## config.mk

```make
export PLATFORM = sky130hd
export DESIGN_NAME = rtc_tick_time_of_day_keeper_top_flat
export DESIGN_NICKNAME = d
export VERILOG_FILES = /design/src/rtl/rtk_pkg.sv /design/src/rtl/rtk_if.sv /design/src/rtl/rtc_tick_time_of_day_keeper_top.sv /design/src/rtl/rtk_accum.sv /design/src/rtl/rtk_split.sv /design/src/flat_wrapper.sv
export SDC_FILE = /design/constraint.sdc
export NUM_CORES = 1
export LEC_CHECK = 0
export ABC_AREA = 1
export BUFFER_PORTS_ARGS = -buffer_cell sky130_fd_sc_hd__buf_4
export CORE_MARGIN = 5
export CORE_UTILIZATION = 32
export CTS_BUF_LIST = sky130_fd_sc_hd__clkbuf_8 sky130_fd_sc_hd__clkbuf_16
export DETAILED_ROUTE_END_ITERATION = 6
export RECOVER_POWER = 50
export SYNTH_ARGS = -nofsm -noshare
export SYNTH_HDL_FRONTEND = slang
export SYNTH_HIERARCHICAL = 1
export SYNTH_SLANG_ARGS = --single-unit
```

## constraint.sdc

```tcl
create_clock -name clk -period 8.7 [get_ports clk]
set_clock_uncertainty 0.05 [all_clocks]
set_input_delay 1.305 -clock clk [delete_from_list [all_inputs] [get_ports clk]]
set_output_delay 1.305 -clock clk [all_outputs]
set_load 0.01 [all_outputs]
```

## src/rtl/rtk_pkg.sv

```systemverilog
// ----------------------------------------------------------------------------
// RTC tick keeper package
// Shared widths, action codes, constant reciprocals and the stage record.
// ----------------------------------------------------------------------------
`default_nettype none

package rtk_pkg;

    localparam int TICKS_W    = 32;
    localparam int SAMPLE_W   = 24;
    localparam int HOURS_W    = 5;
    localparam int MINUTES_W  = 6;
    localparam int SECONDS_W  = 6;
    localparam int COMP_W     = 8;
    localparam int TOTAL_W    = 21;
    localparam int TICK_SHIFT = 11;
    localparam int SECS_W     = TICKS_W - TICK_SHIFT;

    localparam logic [COMP_W-1:0] COMP_RESET = 8'd4;

    // Largest loaded second count is 31*3600 + 63*60 + 63 + 255.
    localparam int SYNC_SECS_W   = 17;
    localparam int SECS_PER_HOUR = 3600;
    localparam int SECS_PER_MIN  = 60;

    // Action codes.
    localparam logic ACT_SYNC   = 1'b0;
    localparam logic ACT_SAMPLE = 1'b1;

    // Division by constants through exact reciprocals over a 21-bit second
    // count. Each divisor is split into a power of two (pre-shift) and an
    // odd part handled by multiply and post-shift.
    localparam int HOUR_PRE   = 4;          // 3600 = 16 * 225
    localparam int HOUR_POST  = 26;
    localparam int HOUR_RCP_W = 19;
    localparam logic [HOUR_RCP_W-1:0] HOUR_RCP = 19'd298263;

    localparam int MIN_PRE   = 2;           // 60 = 4 * 15
    localparam int MIN_POST  = 23;
    localparam int MIN_RCP_W = 20;
    localparam logic [MIN_RCP_W-1:0] MIN_RCP = 20'd559241;

    localparam int DAY_PRE   = 7;           // 86400 = 128 * 675
    localparam int DAY_POST  = 24;
    localparam int DAY_RCP_W = 15;
    localparam logic [DAY_RCP_W-1:0] DAY_RCP = 15'd24856;

    localparam int HTOT_W = 10;             // total hours stay below 583
    localparam int MTOT_W = 16;             // total minutes stay below 34953
    localparam int DAYS_W = 5;              // total days stay below 25

    typedef struct packed {
        logic               valid;
        logic               synced;
        logic [TICKS_W-1:0] ticks;
    } rtk_stage_t;

endpackage

`default_nettype wire

```

## src/rtl/rtk_if.sv

```systemverilog
// ----------------------------------------------------------------------------
// RTC tick keeper channels
// Valid/ready interfaces for input items, result items and configuration.
// ----------------------------------------------------------------------------
`default_nettype none

interface rtk_req_if;
    logic                         valid;
    logic                         ready;
    logic                         action;
    logic [rtk_pkg::SAMPLE_W-1:0] counter_sample;
    logic [rtk_pkg::HOURS_W-1:0]  sync_hours;
    logic [rtk_pkg::MINUTES_W-1:0] sync_minutes;
    logic [rtk_pkg::SECONDS_W-1:0] sync_seconds;

    modport source (output valid, action, counter_sample, sync_hours, sync_minutes,
                    sync_seconds, input ready);
    modport sink (input valid, action, counter_sample, sync_hours, sync_minutes,
                  sync_seconds, output ready);
endinterface

interface rtk_rsp_if;
    logic                          valid;
    logic                          ready;
    logic [rtk_pkg::TICKS_W-1:0]   system_ticks;
    logic [rtk_pkg::TOTAL_W-1:0]   total_seconds;
    logic [rtk_pkg::HOURS_W-1:0]   hour_of_day;
    logic [rtk_pkg::MINUTES_W-1:0] minute_of_hour;
    logic [rtk_pkg::SECONDS_W-1:0] second_of_minute;
    logic                          time_valid;

    modport source (output valid, system_ticks, total_seconds, hour_of_day,
                    minute_of_hour, second_of_minute, time_valid, input ready);
    modport sink (input valid, system_ticks, total_seconds, hour_of_day,
                  minute_of_hour, second_of_minute, time_valid, output ready);
endinterface

interface rtk_cfg_if;
    logic                       valid;
    logic                       ready;
    logic [rtk_pkg::COMP_W-1:0] data;

    modport source (output valid, data, input ready);
    modport sink (input valid, data, output ready);
endinterface

`default_nettype wire

```

## src/rtl/rtc_tick_time_of_day_keeper_top.sv

```systemverilog
// ----------------------------------------------------------------------------
// RTC tick time-of-day keeper
// Keeps a 32-bit tick count from RTC counter samples and sync items and
// reports it as ticks, seconds and time of day.
// ----------------------------------------------------------------------------
//  Channel  Role   Contents
//  req      sink   action, counter_sample, sync_hours, sync_minutes, sync_seconds
//  rsp      source system_ticks, total_seconds, hour/minute/second, time_valid
//  cfg      sink   travel_compensation_s (8 bits)
//
// One item per cycle is accepted unless results stall; each gives one result item.
// The tick count register is updated at accept, and the time split sits
// between it and the output register. Reset clears the tick count, the
// counter reference and the sync flag, and sets the compensation to 4 s.
// A stalled result holds the output register and then the staged count;
// input is refused only when both are full.
// ----------------------------------------------------------------------------
`default_nettype none

module rtc_tick_time_of_day_keeper_top #(
    parameter int COUNTER_BITS = 24
) (
    input  wire       clk,
    input  wire       rst_n,
    rtk_req_if.sink   req,
    rtk_rsp_if.source rsp,
    rtk_cfg_if.sink   cfg
);

    rtk_pkg::rtk_stage_t stage;
    logic                take;

    rtk_accum #(
        .COUNTER_BITS (COUNTER_BITS)
    ) u_accum (
        .clk   (clk),
        .rst_n (rst_n),
        .req   (req),
        .cfg   (cfg),
        .take  (take),
        .stage (stage)
    );

    rtk_split u_split (
        .clk   (clk),
        .rst_n (rst_n),
        .stage (stage),
        .take  (take),
        .rsp   (rsp)
    );

endmodule

`default_nettype wire

```

## src/rtl/rtk_accum.sv

```systemverilog
// ----------------------------------------------------------------------------
// RTC tick accumulator
// Holds the tick count, the counter reference and the sync flag; the tick
// count register doubles as the first pipeline stage.
// ----------------------------------------------------------------------------
`default_nettype none

module rtk_accum #(
    parameter int COUNTER_BITS = 24
) (
    input  wire                   clk,
    input  wire                   rst_n,
    rtk_req_if.sink               req,
    rtk_cfg_if.sink               cfg,
    input  wire                   take,
    output rtk_pkg::rtk_stage_t   stage
);

    localparam int TW = rtk_pkg::TICKS_W;
    localparam int SW = rtk_pkg::SYNC_SECS_W;

    logic [TW-1:0]              acc_reg, acc_next;
    logic [COUNTER_BITS-1:0]    prev_reg;
    logic                       synced_reg;
    logic                       s1_valid_reg;
    logic [rtk_pkg::COMP_W-1:0] comp_reg;

    logic                       accept;
    logic [TW-1:0]              sample_wide;
    logic [COUNTER_BITS-1:0]    sample;
    logic [COUNTER_BITS-1:0]    delta;
    logic [SW-1:0]              sync_secs;
    logic [TW-1:0]              sync_ticks;

    assign req.ready = !s1_valid_reg || take;
    assign cfg.ready = 1'b1;
    assign accept    = req.valid && req.ready;

    // The counter is narrowed or widened to its configured width.
    assign sample_wide = TW'(req.counter_sample);
    assign sample      = sample_wide[COUNTER_BITS-1:0];
    assign delta       = sample - prev_reg;

    assign sync_secs = SW'(req.sync_hours) * SW'(rtk_pkg::SECS_PER_HOUR)
                     + SW'(req.sync_minutes) * SW'(rtk_pkg::SECS_PER_MIN)
                     + SW'(req.sync_seconds) + SW'(comp_reg);
    assign sync_ticks = TW'(sync_secs) << rtk_pkg::TICK_SHIFT;

    always_comb
    begin
        case (req.action)
            rtk_pkg::ACT_SYNC:   acc_next = sync_ticks;
            rtk_pkg::ACT_SAMPLE: acc_next = acc_reg + TW'(delta);
            default:             acc_next = acc_reg;
        endcase
    end

    always_ff @(posedge clk or negedge rst_n)
    begin
        if (!rst_n)
        begin
            acc_reg      <= '0;
            prev_reg     <= '0;
            synced_reg   <= 1'b0;
            s1_valid_reg <= 1'b0;
            comp_reg     <= rtk_pkg::COMP_RESET;
        end
        else
        begin
            if (cfg.valid)
            begin
                comp_reg <= cfg.data;
            end
            if (accept)
            begin
                acc_reg      <= acc_next;
                prev_reg     <= sample;
                s1_valid_reg <= 1'b1;
                if (req.action == rtk_pkg::ACT_SYNC)
                begin
                    synced_reg <= 1'b1;
                end
            end
            else if (take)
            begin
                s1_valid_reg <= 1'b0;
            end
        end
    end

    assign stage.valid  = s1_valid_reg;
    assign stage.synced = synced_reg;
    assign stage.ticks  = acc_reg;

    // Once synced, the time stays valid until reset.
    assert property (@(posedge clk) disable iff (!rst_n) synced_reg |=> synced_reg)
        else $error("sync flag dropped");

    assert property (@(posedge clk) disable iff (!rst_n)
        accept && (req.action == rtk_pkg::ACT_SYNC) |=> synced_reg)
        else $error("sync item did not mark the time valid");

    // A staged item that is not taken must stay staged with the same count.
    assert property (@(posedge clk) disable iff (!rst_n)
        s1_valid_reg && !take |=> s1_valid_reg && (acc_reg == $past(acc_reg)))
        else $error("staged item lost or changed while stalled");

endmodule

`default_nettype wire

```

## src/rtl/rtk_split.sv

```systemverilog
// ----------------------------------------------------------------------------
// RTC time splitter
// Breaks the staged tick count into seconds, hours, minutes and seconds of
// minute, and holds the result item in the output register.
// ----------------------------------------------------------------------------
`default_nettype none

module rtk_split (
    input  wire                 clk,
    input  wire                 rst_n,
    input  rtk_pkg::rtk_stage_t stage,
    output logic                take,
    rtk_rsp_if.source           rsp
);

    localparam int SW  = rtk_pkg::SECS_W;
    localparam int HXW = SW - rtk_pkg::HOUR_PRE;
    localparam int MXW = SW - rtk_pkg::MIN_PRE;
    localparam int DXW = SW - rtk_pkg::DAY_PRE;
    localparam int HPW = HXW + rtk_pkg::HOUR_RCP_W;
    localparam int MPW = MXW + rtk_pkg::MIN_RCP_W;
    localparam int DPW = DXW + rtk_pkg::DAY_RCP_W;
    localparam int HTW = rtk_pkg::HTOT_W;
    localparam int MTW = rtk_pkg::MTOT_W;
    localparam int DW  = rtk_pkg::DAYS_W;

    logic [SW-1:0]  secs;
    logic [HPW-1:0] hour_prod;
    logic [MPW-1:0] min_prod;
    logic [DPW-1:0] day_prod;
    logic [HTW-1:0] hours_total;
    logic [MTW-1:0] mins_total;
    logic [DW-1:0]  days_total;
    logic [SW-1:0]  sec_rem;
    logic [MTW-1:0] min_rem;
    logic [HTW-1:0] hour_rem;

    logic                          out_valid_reg;
    logic [rtk_pkg::TICKS_W-1:0]   ticks_reg;
    logic [rtk_pkg::TOTAL_W-1:0]   total_reg;
    logic [rtk_pkg::HOURS_W-1:0]   hour_reg, hour_next;
    logic [rtk_pkg::MINUTES_W-1:0] minute_reg, minute_next;
    logic [rtk_pkg::SECONDS_W-1:0] second_reg, second_next;
    logic                          tvalid_reg;

    assign secs = stage.ticks[rtk_pkg::TICKS_W-1:rtk_pkg::TICK_SHIFT];

    // The three quotients come straight from the second count, side by side.
    assign hour_prod = HPW'(secs[SW-1:rtk_pkg::HOUR_PRE]) * HPW'(rtk_pkg::HOUR_RCP);
    assign min_prod  = MPW'(secs[SW-1:rtk_pkg::MIN_PRE]) * MPW'(rtk_pkg::MIN_RCP);
    assign day_prod  = DPW'(secs[SW-1:rtk_pkg::DAY_PRE]) * DPW'(rtk_pkg::DAY_RCP);

    assign hours_total = HTW'(hour_prod >> rtk_pkg::HOUR_POST);
    assign mins_total  = MTW'(min_prod >> rtk_pkg::MIN_POST);
    assign days_total  = DW'(day_prod >> rtk_pkg::DAY_POST);

    // Remainders use shift-and-subtract products: x*60 = x*64 - x*4, x*24 = x*16 + x*8.
    assign sec_rem  = secs - ((SW'(mins_total) << 6) - (SW'(mins_total) << 2));
    assign min_rem  = mins_total - ((MTW'(hours_total) << 6) - (MTW'(hours_total) << 2));
    assign hour_rem = hours_total - ((HTW'(days_total) << 4) + (HTW'(days_total) << 3));

    assign second_next = sec_rem[rtk_pkg::SECONDS_W-1:0];
    assign minute_next = min_rem[rtk_pkg::MINUTES_W-1:0];
    assign hour_next   = hour_rem[rtk_pkg::HOURS_W-1:0];

    assign take = !out_valid_reg || rsp.ready;

    always_ff @(posedge clk or negedge rst_n)
    begin
        if (!rst_n)
        begin
            out_valid_reg <= 1'b0;
        end
        else if (take)
        begin
            out_valid_reg <= stage.valid;
        end
    end

    always_ff @(posedge clk)
    begin
        if (take && stage.valid)
        begin
            ticks_reg  <= stage.ticks;
            total_reg  <= secs[rtk_pkg::TOTAL_W-1:0];
            hour_reg   <= hour_next;
            minute_reg <= minute_next;
            second_reg <= second_next;
            tvalid_reg <= stage.synced;
        end
    end

    assign rsp.valid            = out_valid_reg;
    assign rsp.system_ticks     = ticks_reg;
    assign rsp.total_seconds    = total_reg;
    assign rsp.hour_of_day      = hour_reg;
    assign rsp.minute_of_hour   = minute_reg;
    assign rsp.second_of_minute = second_reg;
    assign rsp.time_valid       = tvalid_reg;

    // The reciprocal quotients must leave remainders inside their clock ranges.
    assert property (@(posedge clk) disable iff (!rst_n)
        out_valid_reg |-> (hour_reg < 5'd24) && (minute_reg < 6'd60) && (second_reg < 6'd60))
        else $error("time field out of range");

    assert property (@(posedge clk) disable iff (!rst_n)
        out_valid_reg |->
            (total_reg == ticks_reg[rtk_pkg::TICK_SHIFT+rtk_pkg::TOTAL_W-1:rtk_pkg::TICK_SHIFT]))
        else $error("total seconds do not match the tick count");

    assert property (@(posedge clk) disable iff (!rst_n)
        stage.valid && take |=> out_valid_reg)
        else $error("taken item did not reach the output register");

endmodule

`default_nettype wire

```

## src/flat_wrapper.sv

```systemverilog
// flat-port wrapper written by rule: the top's interface ports become plain ports
module rtc_tick_time_of_day_keeper_top_flat 
#(
    parameter int COUNTER_BITS = 24
)
  (clk, rst_n, req_valid, req_action, req_counter_sample, req_sync_hours, req_sync_minutes, req_sync_seconds, req_ready, rsp_valid, rsp_system_ticks, rsp_total_seconds, rsp_hour_of_day, rsp_minute_of_hour, rsp_second_of_minute, rsp_time_valid, rsp_ready, cfg_valid, cfg_data, cfg_ready);
  rtk_req_if req_i ();
  rtk_rsp_if rsp_i ();
  rtk_cfg_if cfg_i ();
  input  wire clk;
  input  wire rst_n;
  input wire logic [$bits(req_i.valid)-1:0] req_valid;
  input wire logic [$bits(req_i.action)-1:0] req_action;
  input wire logic [$bits(req_i.counter_sample)-1:0] req_counter_sample;
  input wire logic [$bits(req_i.sync_hours)-1:0] req_sync_hours;
  input wire logic [$bits(req_i.sync_minutes)-1:0] req_sync_minutes;
  input wire logic [$bits(req_i.sync_seconds)-1:0] req_sync_seconds;
  output wire logic [$bits(req_i.ready)-1:0] req_ready;
  output wire logic [$bits(rsp_i.valid)-1:0] rsp_valid;
  output wire logic [$bits(rsp_i.system_ticks)-1:0] rsp_system_ticks;
  output wire logic [$bits(rsp_i.total_seconds)-1:0] rsp_total_seconds;
  output wire logic [$bits(rsp_i.hour_of_day)-1:0] rsp_hour_of_day;
  output wire logic [$bits(rsp_i.minute_of_hour)-1:0] rsp_minute_of_hour;
  output wire logic [$bits(rsp_i.second_of_minute)-1:0] rsp_second_of_minute;
  output wire logic [$bits(rsp_i.time_valid)-1:0] rsp_time_valid;
  input wire logic [$bits(rsp_i.ready)-1:0] rsp_ready;
  input wire logic [$bits(cfg_i.valid)-1:0] cfg_valid;
  input wire logic [$bits(cfg_i.data)-1:0] cfg_data;
  output wire logic [$bits(cfg_i.ready)-1:0] cfg_ready;
  assign req_i.valid = req_valid;
  assign req_i.action = req_action;
  assign req_i.counter_sample = req_counter_sample;
  assign req_i.sync_hours = req_sync_hours;
  assign req_i.sync_minutes = req_sync_minutes;
  assign req_i.sync_seconds = req_sync_seconds;
  assign req_ready = req_i.ready;
  assign rsp_valid = rsp_i.valid;
  assign rsp_system_ticks = rsp_i.system_ticks;
  assign rsp_total_seconds = rsp_i.total_seconds;
  assign rsp_hour_of_day = rsp_i.hour_of_day;
  assign rsp_minute_of_hour = rsp_i.minute_of_hour;
  assign rsp_second_of_minute = rsp_i.second_of_minute;
  assign rsp_time_valid = rsp_i.time_valid;
  assign rsp_i.ready = rsp_ready;
  assign cfg_i.valid = cfg_valid;
  assign cfg_i.data = cfg_data;
  assign cfg_ready = cfg_i.ready;
  rtc_tick_time_of_day_keeper_top #(.COUNTER_BITS(COUNTER_BITS)) u_core (.clk(clk), .rst_n(rst_n), .req(req_i), .rsp(rsp_i), .cfg(cfg_i));
endmodule
```

# After elaboration in Yosys (flattened, before gate mapping)
# Index checks and enable logic that the tools add are counted.
[word_totals]
input_bits = 55
wordCells = 40
output_inout_bits = 74
register_bits = 138
[op_classes]
bitwise_logic = 1
reduce_logical = 8
n_mul = 5
add_sub_neg = 11
muxes = 3
[ops]
columns = ["cell", "n"]
rows = [
  ["$pmux 32 s2", 1],
  ["$add 32x24->32", 1],
  ["$mul 17x19->31 const B", 1],
  ["$mul 19x20->29 const B", 1],
  ["$sub 24x24->24", 1],
  ["$mul 14x12->23 const B", 1],
  ["$add 17x12->17", 1],
  ["$add 17x6->17", 1],
  ["$add 17x8->17", 1],
  ["$mul 5x8->13 const B", 1],
  ["$sub 1x6->6 const A", 2],
  ["$sub 6x6->6", 2],
  ["$mul 6x4->10 const B", 1],
  ["$add 5x5->5", 1],
  ["$sub 5x5->5", 1],
  ["$logic_and 1x1->1", 2],
  ["$logic_not 1->1", 2],
  ["$logic_or 1x1->1", 2],
  ["$mux 1", 2],
  ["$reduce_and 2->1", 1],
  ["$reduce_bool 2->1", 1],
  ["$not 1->1", 1],
]

# Longest topological paths before layout
# Gate-level depths: netlist (run 1).
[logic_depth]
ltp_word = 5
depth_mapped = 35

# Modules after synthesis
# Netlist (run 1), hierarchy kept.
[by_module_without_submodules]
columns = ["mod", "area_each_um2", "seq_area_each_um2", "cells_each", "n_inst"]
rows = [
  ["rtk_split", 11551.1, 1466.4, 1327, 1],
  ["rtk_accum", 7955.1, 1652.8, 1156, 1],
]

# Worst setup path before layout (run 1)
# OpenSTA, ideal clock, no wires.
[synth_timing]
path_kind = "register to register"
startpoint = "reg u_core.u_accum.acc_reg[29]"
endpoint = "reg u_core.u_split.hour_reg (netlist bit u_core/u_split/rsp.hour_of_day[4]), data pin"
n_path_buf = 0
slack_ps = 2573
path_stages_with_launch = 34
t_arrival_ps = 5825
cell_sequence = "dfrtp_1 -> fa_1 -> inv_1 -> fa_1 -> inv_1 -> fa_1 -> inv_1 -> fa_1 -> inv_1 -> fa_1 -> inv_1 -> fa_1 -> inv_1 -> ha_1 -> a21oi_1 -> nand2_1 -> nand2_1 -> nand2_1 -> a21oi_1 -> nand2_2 -> nand2_2 -> nand2_2 -> ha_1 -> inv_1 -> nand2_1 -> nand2_1 -> xor2_1 -> inv_1 -> nand2_1 -> nand2_1 -> nand2_1 -> nand2_1 -> nand2_1 -> nand2_1"
[synth_between]
elab_chain_len = 3
elab_cells_between_ends = 4
cone_classes = "add/sub: 2; mul: 2"
[synth_lines]
columns = ["item", "line", "rtl"]
rows = [
  ["start, declared", "rtk_accum.sv:22", "logic [TW-1:0] acc_reg, acc_next;"],
  ["start signal, assigned", "rtk_accum.sv:76", "acc_reg <= acc_next;"],
  ["$mul 14x12->23", "rtk_split.sv:51", "assign day_prod = DPW'(secs[SW-1:rtk_pkg::DAY_PRE]) * DPW'(rtk_pkg::DAY_RCP);"],
  ["$add 5x5->5", "rtk_split.sv:60", "assign hour_rem = hours_total - ((HTW'(days_total) << 4) + (HTW'(days_total) << 3));"],
  ["$sub 5x5->5 *", "rtk_split.sv:60", ""],
  ["named net u_core.u_split.hour_rem[4]", "rtk_split.sv:36", "logic [HTW-1:0] hour_rem;"],
  ["end signal, assigned", "rtk_split.sv:86", "hour_reg <= hour_next;"],
  ["end, declared", "rtk_split.sv:41", "logic [rtk_pkg::HOURS_W-1:0] hour_reg, hour_next;"],
]
# The timed path passes the listed nets; every way through them passes the cells marked *.
# A chain may end at the register's enable or synchronous reset.

# Worst setup path in the final report (run 1)
[layout_timing]
startpoint = "reg u_core.u_accum.acc_reg[24]"
endpoint = "reg u_core.u_split.hour_reg (netlist bit u_core/u_split/rsp.hour_of_day[4]), data pin"
# The elaborated chain is that of the path after synthesis.

==> metrics.yaml, run 1 <==
cts:
  cts_tree: "yes"
  clock-sinks: 115
  root_buffer: "clkbuf_16"
  postCtsSetupRepairBufs: 0
  clkLatencyLatePin_ns: 0.45
  clockBufferDepth: 2
  ctsHtreeMaxLevel: 4
  cts_resized: 0
  clkTransAtPathRegs_ns: 0.06
  numCtsBuffers: 17
  hold_buffers: 0
finish:
  synthToLayoutAreaGrowth_pct: 11.2
  diodes: 0
  layout-drive-gt1-share_pct: 7.27
  fin_util_pct: 35.9
  final_common_cell: "inv_1"
  fin_nets: 3205
  stdcell_count: 3395
  largest_reg_flops: 32
  layout_common_cells: "inv_1 (579), nand2_1 (528), ha_1 (383)"
floorplanning:
  dieArea_um2: 66000
  dieHeight_um: 257
  die_w_um: 257
  coreArea_um2: 60400
  std_cell_rows: 90
  initial_core_util_pct: 32.3
  pin_count: 129
worst_setup_path:
  max_stage_delay_ns: 1.04
  crit_fanout: 21
  crit_top_cell: "nand2_1"
  slowest_stage: "clkbuf_1"
  critical_path_required_ns: 8.86
  crit_arrival_ns: 7.44
  cp-start-kind: "flop"
  critical_path_class: "flop to flop"
  end_kind: "flop"
route:
  antenna_left: 0
  drc: 0
  drt_iter0_markers: 877
  routed_via_density: 4.63
  dr.pass1.iters: 7
  wl_per_cell_um: 15.3
  vias: 15700
  wirelength_mm: 52.0
global_route:
  antenna_found_initial: 1
  grt_pass1_vias: 15800
  grtUsageTotal_pct: 15.7
  grt_max_degree: 68
  overflow: 0
  grt_pass1_wl_mm: 83.0
sta:
  fmax_ghz: 0.137
  finalSetupViolations: 0
  worst_slack_ns: 1.42
  worstMarginPinSlew_ns: 3.82
  period_share_pct: 83.6
  rsz0062_at_grt: "false"
  finalCriticalPeriod_ns: 7.28
  tns_ns: 0
  maxSlewHeadroom_pct: -155
  slew_violations: 115
  hold_viol: 0
placed_design:
  dp_slack_ns: 2.02
  gp_congestion: 0.885
  io_buffer_count: 127
  hpwl_mm: 43.4
  placed_cells: 3363
yosys:
  synth_warnings: 6
  synth_cell_types: 52
  async_flop_share_pct: 58.3
  synth_edf_count: 48
  syn-num-nets: 3088
  synth_area_um2: 19500
  avgSynthCellArea_um2: 7.86
  netlist.area_leader.share_pct: 24.6
  synth-seq-cells: 115
  yosysSeqAreaShare_pct: 16.0
  synth.area.top_cells: "ha_1 (25%), fa_1 (17%), inv_1 (11%)"
  synth_largest_area_cell: "ha_1"
  postSynthCellCount: 2483
  ys.flop_type: "dfrtp_1"
job:
  cap_violations: 4
worst_hold_path:
  min-delay-path-class: "flop to flop"
status:
  violations: "max-capacitance violations, max-slew violations"
  outcome: "finished with violations"
per-layer routing:
metal  vias up  GRT usage [%]  part of all wire (%)
met1      7329           20.4                    44
met4         0           3.91                   1.8
met5         -              0                     0
met3        43           2.03                   4.5
met2       298           27.8                    50
li1       8050              -                     -
logic make-up after synthesis:
group                      Yosys count  share of synthesized area [%]
other                                1                         0.0192
and+or+nand+nor                    869                           19.1
buffers and inverters              622                           12.6
AOI/OAI and AO/OA                  269                           7.99
adders and majority gates          550                           41.7
muxes                                5                          0.289
DFF                                115                           16.0
xor gates and xnor gates            52                           2.41
per-stage QoR:
step	cell area, um^2	hold WS (ns)
global route	21700	0.448
finish	21700	0.433
global placement	21300	0.419
detailed placement	21300	0.418
floorplan	19500	0.386
CTS	21800	0.436
cell type report:
cell class | instances | area, um^2
fillers | 6420 | 38700
multi-input cells | 1746 | 13900
flip-flops and latches | 115 | 3120
inverters | 580 | 2180
well taps | 782 | 978
repair buffers | 140 | 908
clock buffers | 17 | 425
clock inverters | 15 | 149
worst max-delay path, delay by kind of cell (launching register included):
| kind | cells | cell delay, ns |
|---|---|---|
| buf+inv | 9 | 1.79 |
| flops | 1 | 0.32 |
| compound gates | 2 | 0.42 |
| xor+xnor | 1 | 0.18 |
| fa+ha+maj | 8 | 3.40 |
| simple gates | 13 | 0.88 |
Yosys cell counts, types with 2 or more instances:
library cell and instances:
nand4_1 34, a21oi_1 126, clkbuf_1 5, xnor2_1 14, nor2_1 137, nand2_2 13
nor3_1 14, o21ai_2 3, a31oi_1 4, nor4_1 4, xor2_1 37, a21boi_0 4
nor2_4 2, nand2_1 528, o21bai_1 18, nand3b_1 13, a21o_1 18, o21ai_0 69
inv_1 579, o211ai_1 3, buf_2 10, nand3_1 97, nand3_2 5, or2_2 3
a21boi_2 2, o21a_1 3, nor2_2 7, ha_1 383, a21oi_2 8, edfxtp_1 48
mux2_2 5, or2_1 2, buf_4 27, and2_1 4, o31ai_1 4, dfrtp_1 66
fa_1 167, nor3_2 3
worst paths after layout:
path | cells after the start | start | end | slack (ns)
setup / recovery | 33 | u_core/u_accum/acc_reg[24]$_DFFE_PN0P_ | u_core/u_split/rsp.hour_of_day[4]$_DFFE_PP_ | 1.42
hold / removal | 0 | u_core/u_accum/acc_reg[0]$_DFFE_PN0P_ | u_core/u_split/rsp.system_ticks[0]$_DFFE_PP_ | 0.43
setup reg to reg | 33 | u_core/u_accum/acc_reg[24]$_DFFE_PN0P_ | u_core/u_split/rsp.hour_of_day[4]$_DFFE_PP_ | 1.42
hold reg to reg | 0 | u_core/u_accum/acc_reg[0]$_DFFE_PN0P_ | u_core/u_split/rsp.system_ticks[0]$_DFFE_PP_ | 0.43
max in group asynchronous | 1 | rst_n | u_core/u_accum/acc_reg[28]$_DFFE_PN0P_ | 4.32
min in group asynchronous | 1 | rst_n | u_core/u_accum/prev_reg[9]$_DFFE_PN0P_ | 2.12
Power of run 1 is left out: the tool's default activity adds up to more than one toggle a clock period on the data nets, which glitch-free logic cannot reach.
==> inputs of run 2 (changes only) <==
--- a/config.mk
+++ b/config.mk
@@ -5,7 +5,7 @@
 export SDC_FILE = /design/constraint.sdc
 export NUM_CORES = 1
 export LEC_CHECK = 0
-export ABC_AREA = 1
+export ABC_AREA = 0
 export BUFFER_PORTS_ARGS = -buffer_cell sky130_fd_sc_hd__buf_4
 export CORE_MARGIN = 5
 export CORE_UTILIZATION = 32
==> constraint.sdc (replaced) <==
create_clock -name clk -period 7.2 [get_ports clk]
set_clock_uncertainty 0.05 [all_clocks]
set_input_delay 1.08 -clock clk [delete_from_list [all_inputs] [get_ports clk]]
set_output_delay 1.08 -clock clk [all_outputs]
set_load 0.01 [all_outputs]
==> run 2 against run 1 <==
Net effect:
- the flow still finishes with violations (max-capacitance violations, max-slew violations)
- non-clock buffer count increased by 8
- critical path depth fell by 9
- clock-buffer cell count rose by 1
- critical endpoint is now u_core/u_split/rsp.minute_of_hour[5]$_DFFE_PP_
- highest routed layer unchanged
==> metrics.yaml, run 2 <==
status:
  outcome: "finished with violations"  # unchanged
  violations: "max-capacitance violations, max-slew violations"  # unchanged
sta:
  rsz0062_at_grt: "false"  # unchanged
  tns_ns: 0  # unchanged
  maxSlewHeadroom_pct: -165  # was -155%
  finalCriticalPeriod_ns: 6.85  # was 7.28 ns
  slew_violations: 174  # was 115
  worstMarginPinSlew_ns: 3.97  # was 3.82 ns
  hold_viol: 0  # unchanged
  period_share_pct: 95.2  # was 83.6%
  fmax_ghz: 0.146  # was 0.137 GHz
  finalSetupViolations: 0  # unchanged
placed_design:
  gp_congestion: 0.963  # was 0.885
  io_buffer_count: 127  # unchanged
  hpwl_mm: 36.6  # was 43.4 mm
worst_setup_path:
  critical_path_class: "flop to flop"  # unchanged
  slowest_stage: "fa_1"  # was clkbuf_1
  crit_arrival_ns: 6.99  # was 7.44 ns
  cp-start-kind: "flop"  # unchanged
  cpLargestDelayFamily: "adder cells"  # unchanged
  critical_path_required_ns: 7.34  # was 8.86 ns
  end_kind: "flop"  # unchanged
  crit_path_cell_trace: "fa_1 > inv_1 > fa_1 > inv_1 > fa_1 > inv_1 > fa_1 > inv_1 > fa_1 > inv_1 > fa_1 > inv_1 > ha_1 > and3_1 > a221oi_2 > o21ai_0 > nand3_1 > nand4_2 > a21oi_2 > xnor2_1 > ha_1 > a21o_1 > maj3_1 > xor2_1"
  cp_num_buf_inv: 6  # was 9
  crit_fanout: 4  # was 21
  max_stage_delay_ns: 0.55  # was 1.04 ns
finish:
  synthToLayoutAreaGrowth_pct: 12.5  # was 11.2%
  multiInputGateArea_um2: 12400  # was 13,900 um^2
  diodes: 0  # unchanged
  fill_cells: 5475  # was 6,420
  final_common_cell: "inv_1"  # unchanged
  area.sequential_um2: 3120  # unchanged
  fin_nets: 2521  # was 3,205
  layout_common_cells: "inv_1 (401), ha_1 (383), fa_1 (167)"  # was inv_1 (579), nand2_1 (528), ha_1 (383)
  largest_reg_flops: 32  # unchanged
  layout-drive-gt1-share_pct: 8.97  # was 7.27%
yosys:
  synth_edf_count: 48  # unchanged
  synth_cell_types: 79  # was 52
  synth_common_cells: "inv_1 (399), ha_1 (383), fa_1 (167)"  # was inv_1 (579), nand2_1 (528), ha_1 (383)
  avgSynthCellArea_um2: 9.64  # was 7.86 um^2
  yosysSeqAreaShare_pct: 18.1  # was 16.0%
  postSynthCellCount: 1792  # was 2,483
  synthAdderAreaFrac_pct: 47.2  # was 41.7%
  synth_largest_area_cell: "ha_1"  # unchanged
  synth_warnings: 6  # unchanged
  synthMuxAreaShare_pct: 0.326  # was 0.289%
  synth.area.top_cells: "ha_1 (28%), fa_1 (19%), dfrtp_1 (9.6%)"  # was ha_1 (25%), fa_1 (17%), inv_1 (11%)
  synth_xor_area_share_pct: 4.64  # was 2.41%
  synth_compound_area_share_pct: 12.5  # was 7.99%
  netlist.area_leader.share_pct: 27.8  # was 24.6%
  syn-num-nets: 2397  # was 3,088
  synth_area_um2: 17300  # was 19,500 um^2
  synth-simple-area-share_pct: 7.03  # was 19.1%
  async_flop_share_pct: 58.3  # unchanged
  synth_top_family_by_area: "adder cells"  # unchanged
  synth-seq-cells: 115  # unchanged
  ys.flop_type: "dfrtp_1"  # unchanged
  synth_most_common_cell: "inv_1"  # unchanged
global_route:
  grt_max_degree: 68  # unchanged
  grtUsageTotal_pct: 15.1  # was 15.7%
  antenna_found_initial: 0  # was 1
  grt_use_met3_pct: 2.15  # was 2.03%
  use_met2_pct: 26.0  # was 27.8%
  busiest_layer: "met2"  # unchanged
  overflow: 0  # unchanged
  grt_pass1_wl_mm: 71.2  # was 83.0 mm
  use_met1_pct: 19.7  # was 20.4%
  grt_pass1_vias: 13300  # was 15,800
cts:
  clockBufferDepth: 2  # unchanged
  clock-sinks: 115  # unchanged
  ctsHtreeMaxLevel: 4  # unchanged
  hold_buffers: 0  # unchanged
  postCtsSetupRepairBufs: 0  # unchanged
  numCtsBuffers: 17  # unchanged
  root_buffer: "clkbuf_16"  # unchanged
  clkTransAtPathRegs_ns: 0.07  # was 0.06 ns
  cts_tree: "yes"  # unchanged
  clkLatencyLatePin_ns: 0.45  # about the same
floorplanning:
  dieArea_um2: 58700  # was 66,000 um^2
  coreArea_um2: 53600  # was 60,400 um^2
  die_w_um: 242  # was 257 um
  initial_core_util_pct: 32.2  # was 32.3%
  pin_count: 129  # unchanged
  std_cell_rows: 85  # was 90
  dieHeight_um: 242  # was 257 um
route:
  wl_per_cell_um: 16.7  # was 15.3 um
  routed_via_density: 4.83  # was 4.63
  drt_iter0_markers: 699  # was 877
  drc: 0  # unchanged
  wirelength_mm: 43.8  # was 52.0 mm
  dr.pass1.iters: 5  # was 7
  antenna_left: 0  # unchanged
  vias: 12700  # was 15,700
worst_hold_path:
  min-delay-path-class: "flop to flop"  # unchanged
job:
  cap_violations: 3  # was 4
## run 2: logic make-up (layout without fill, tap and decap cells)
family,count (synthesis),count (layout)
fa+ha+maj,551,551
buf+inv,442,579
compound gates,334,334
simple gates,254,254
flops,115,115
xor+xnor,90,90
mux,5,5
other cells,1,1
## run 2: area by class of cell
cell class	count	area share, %
Timing Repair Buffer	148	5.02
Sequential cell	115	16.1
Tap cell	696	4.48
Multi-Input combinational cell	1235	63.8
Clock buffer	18	2.26
Inverter	399	7.71
Clock inverter	14	0.696
## run 2: what timing repair did
action | 4_1_cts | 5_1_grt
endpoints found under the hold margin | 0 | 0
gates resized for setup | 0 | 1
setup endpoints to repair | 0 | 1
## run 2: stage by stage
stage / hold WS (ns) / utilization [%] / area (um^2) / instances / setup slack (ns)
2_1_floorplan: 0.391 / - / 17300 / 1792 / 0.482
3_3_place_gp: 0.384 / 35.4 / 19000 / 2593 / 0.350
3_5_place_dp: 0.387 / 35.4 / 19000 / 2593 / 0.280
4_1_cts: 0.400 / 36.5 / 19600 / 2625 / 0.267
5_1_grt: 0.416 / 36.2 / 19400 / 2625 / 0.0207
6_report: 0.399 / 36.2 / 19400 / 2625 / 0.349
## run 2: path summary, 6_finish.rpt
| kind | depth (start not counted) | slack, ns | start | to |
|---|---|---|---|---|
| max | 24 | 0.35 | u_core/u_accum/acc_reg[29]$_DFFE_PN0P_ | u_core/u_split/rsp.minute_of_hour[5]$_DFFE_PP_ |
| min | 0 | 0.40 | u_core/u_accum/synced_reg$_DFFE_PN0P_ | u_core/u_split/rsp.time_valid$_DFFE_PP_ |
| max reg2reg | 24 | 0.35 | u_core/u_accum/acc_reg[29]$_DFFE_PN0P_ | u_core/u_split/rsp.minute_of_hour[5]$_DFFE_PP_ |
| min reg2reg | 0 | 0.40 | u_core/u_accum/synced_reg$_DFFE_PN0P_ | u_core/u_split/rsp.time_valid$_DFFE_PP_ |
| max in group asynchronous | 1 | 2.89 | rst_n | u_core/u_accum/acc_reg[21]$_DFFE_PN0P_ |
| min in group asynchronous | 1 | 1.95 | rst_n | u_core/u_accum/prev_reg[21]$_DFFE_PN0P_ |
## run 2: per-layer routing
metal	wire length (um)	up-vias
met5	0	-
met4	983	0
met3	1580	43
met2	21400	230
met1	19800	6216
li1	-	6192
Power of run 2 is left out for the same reason.
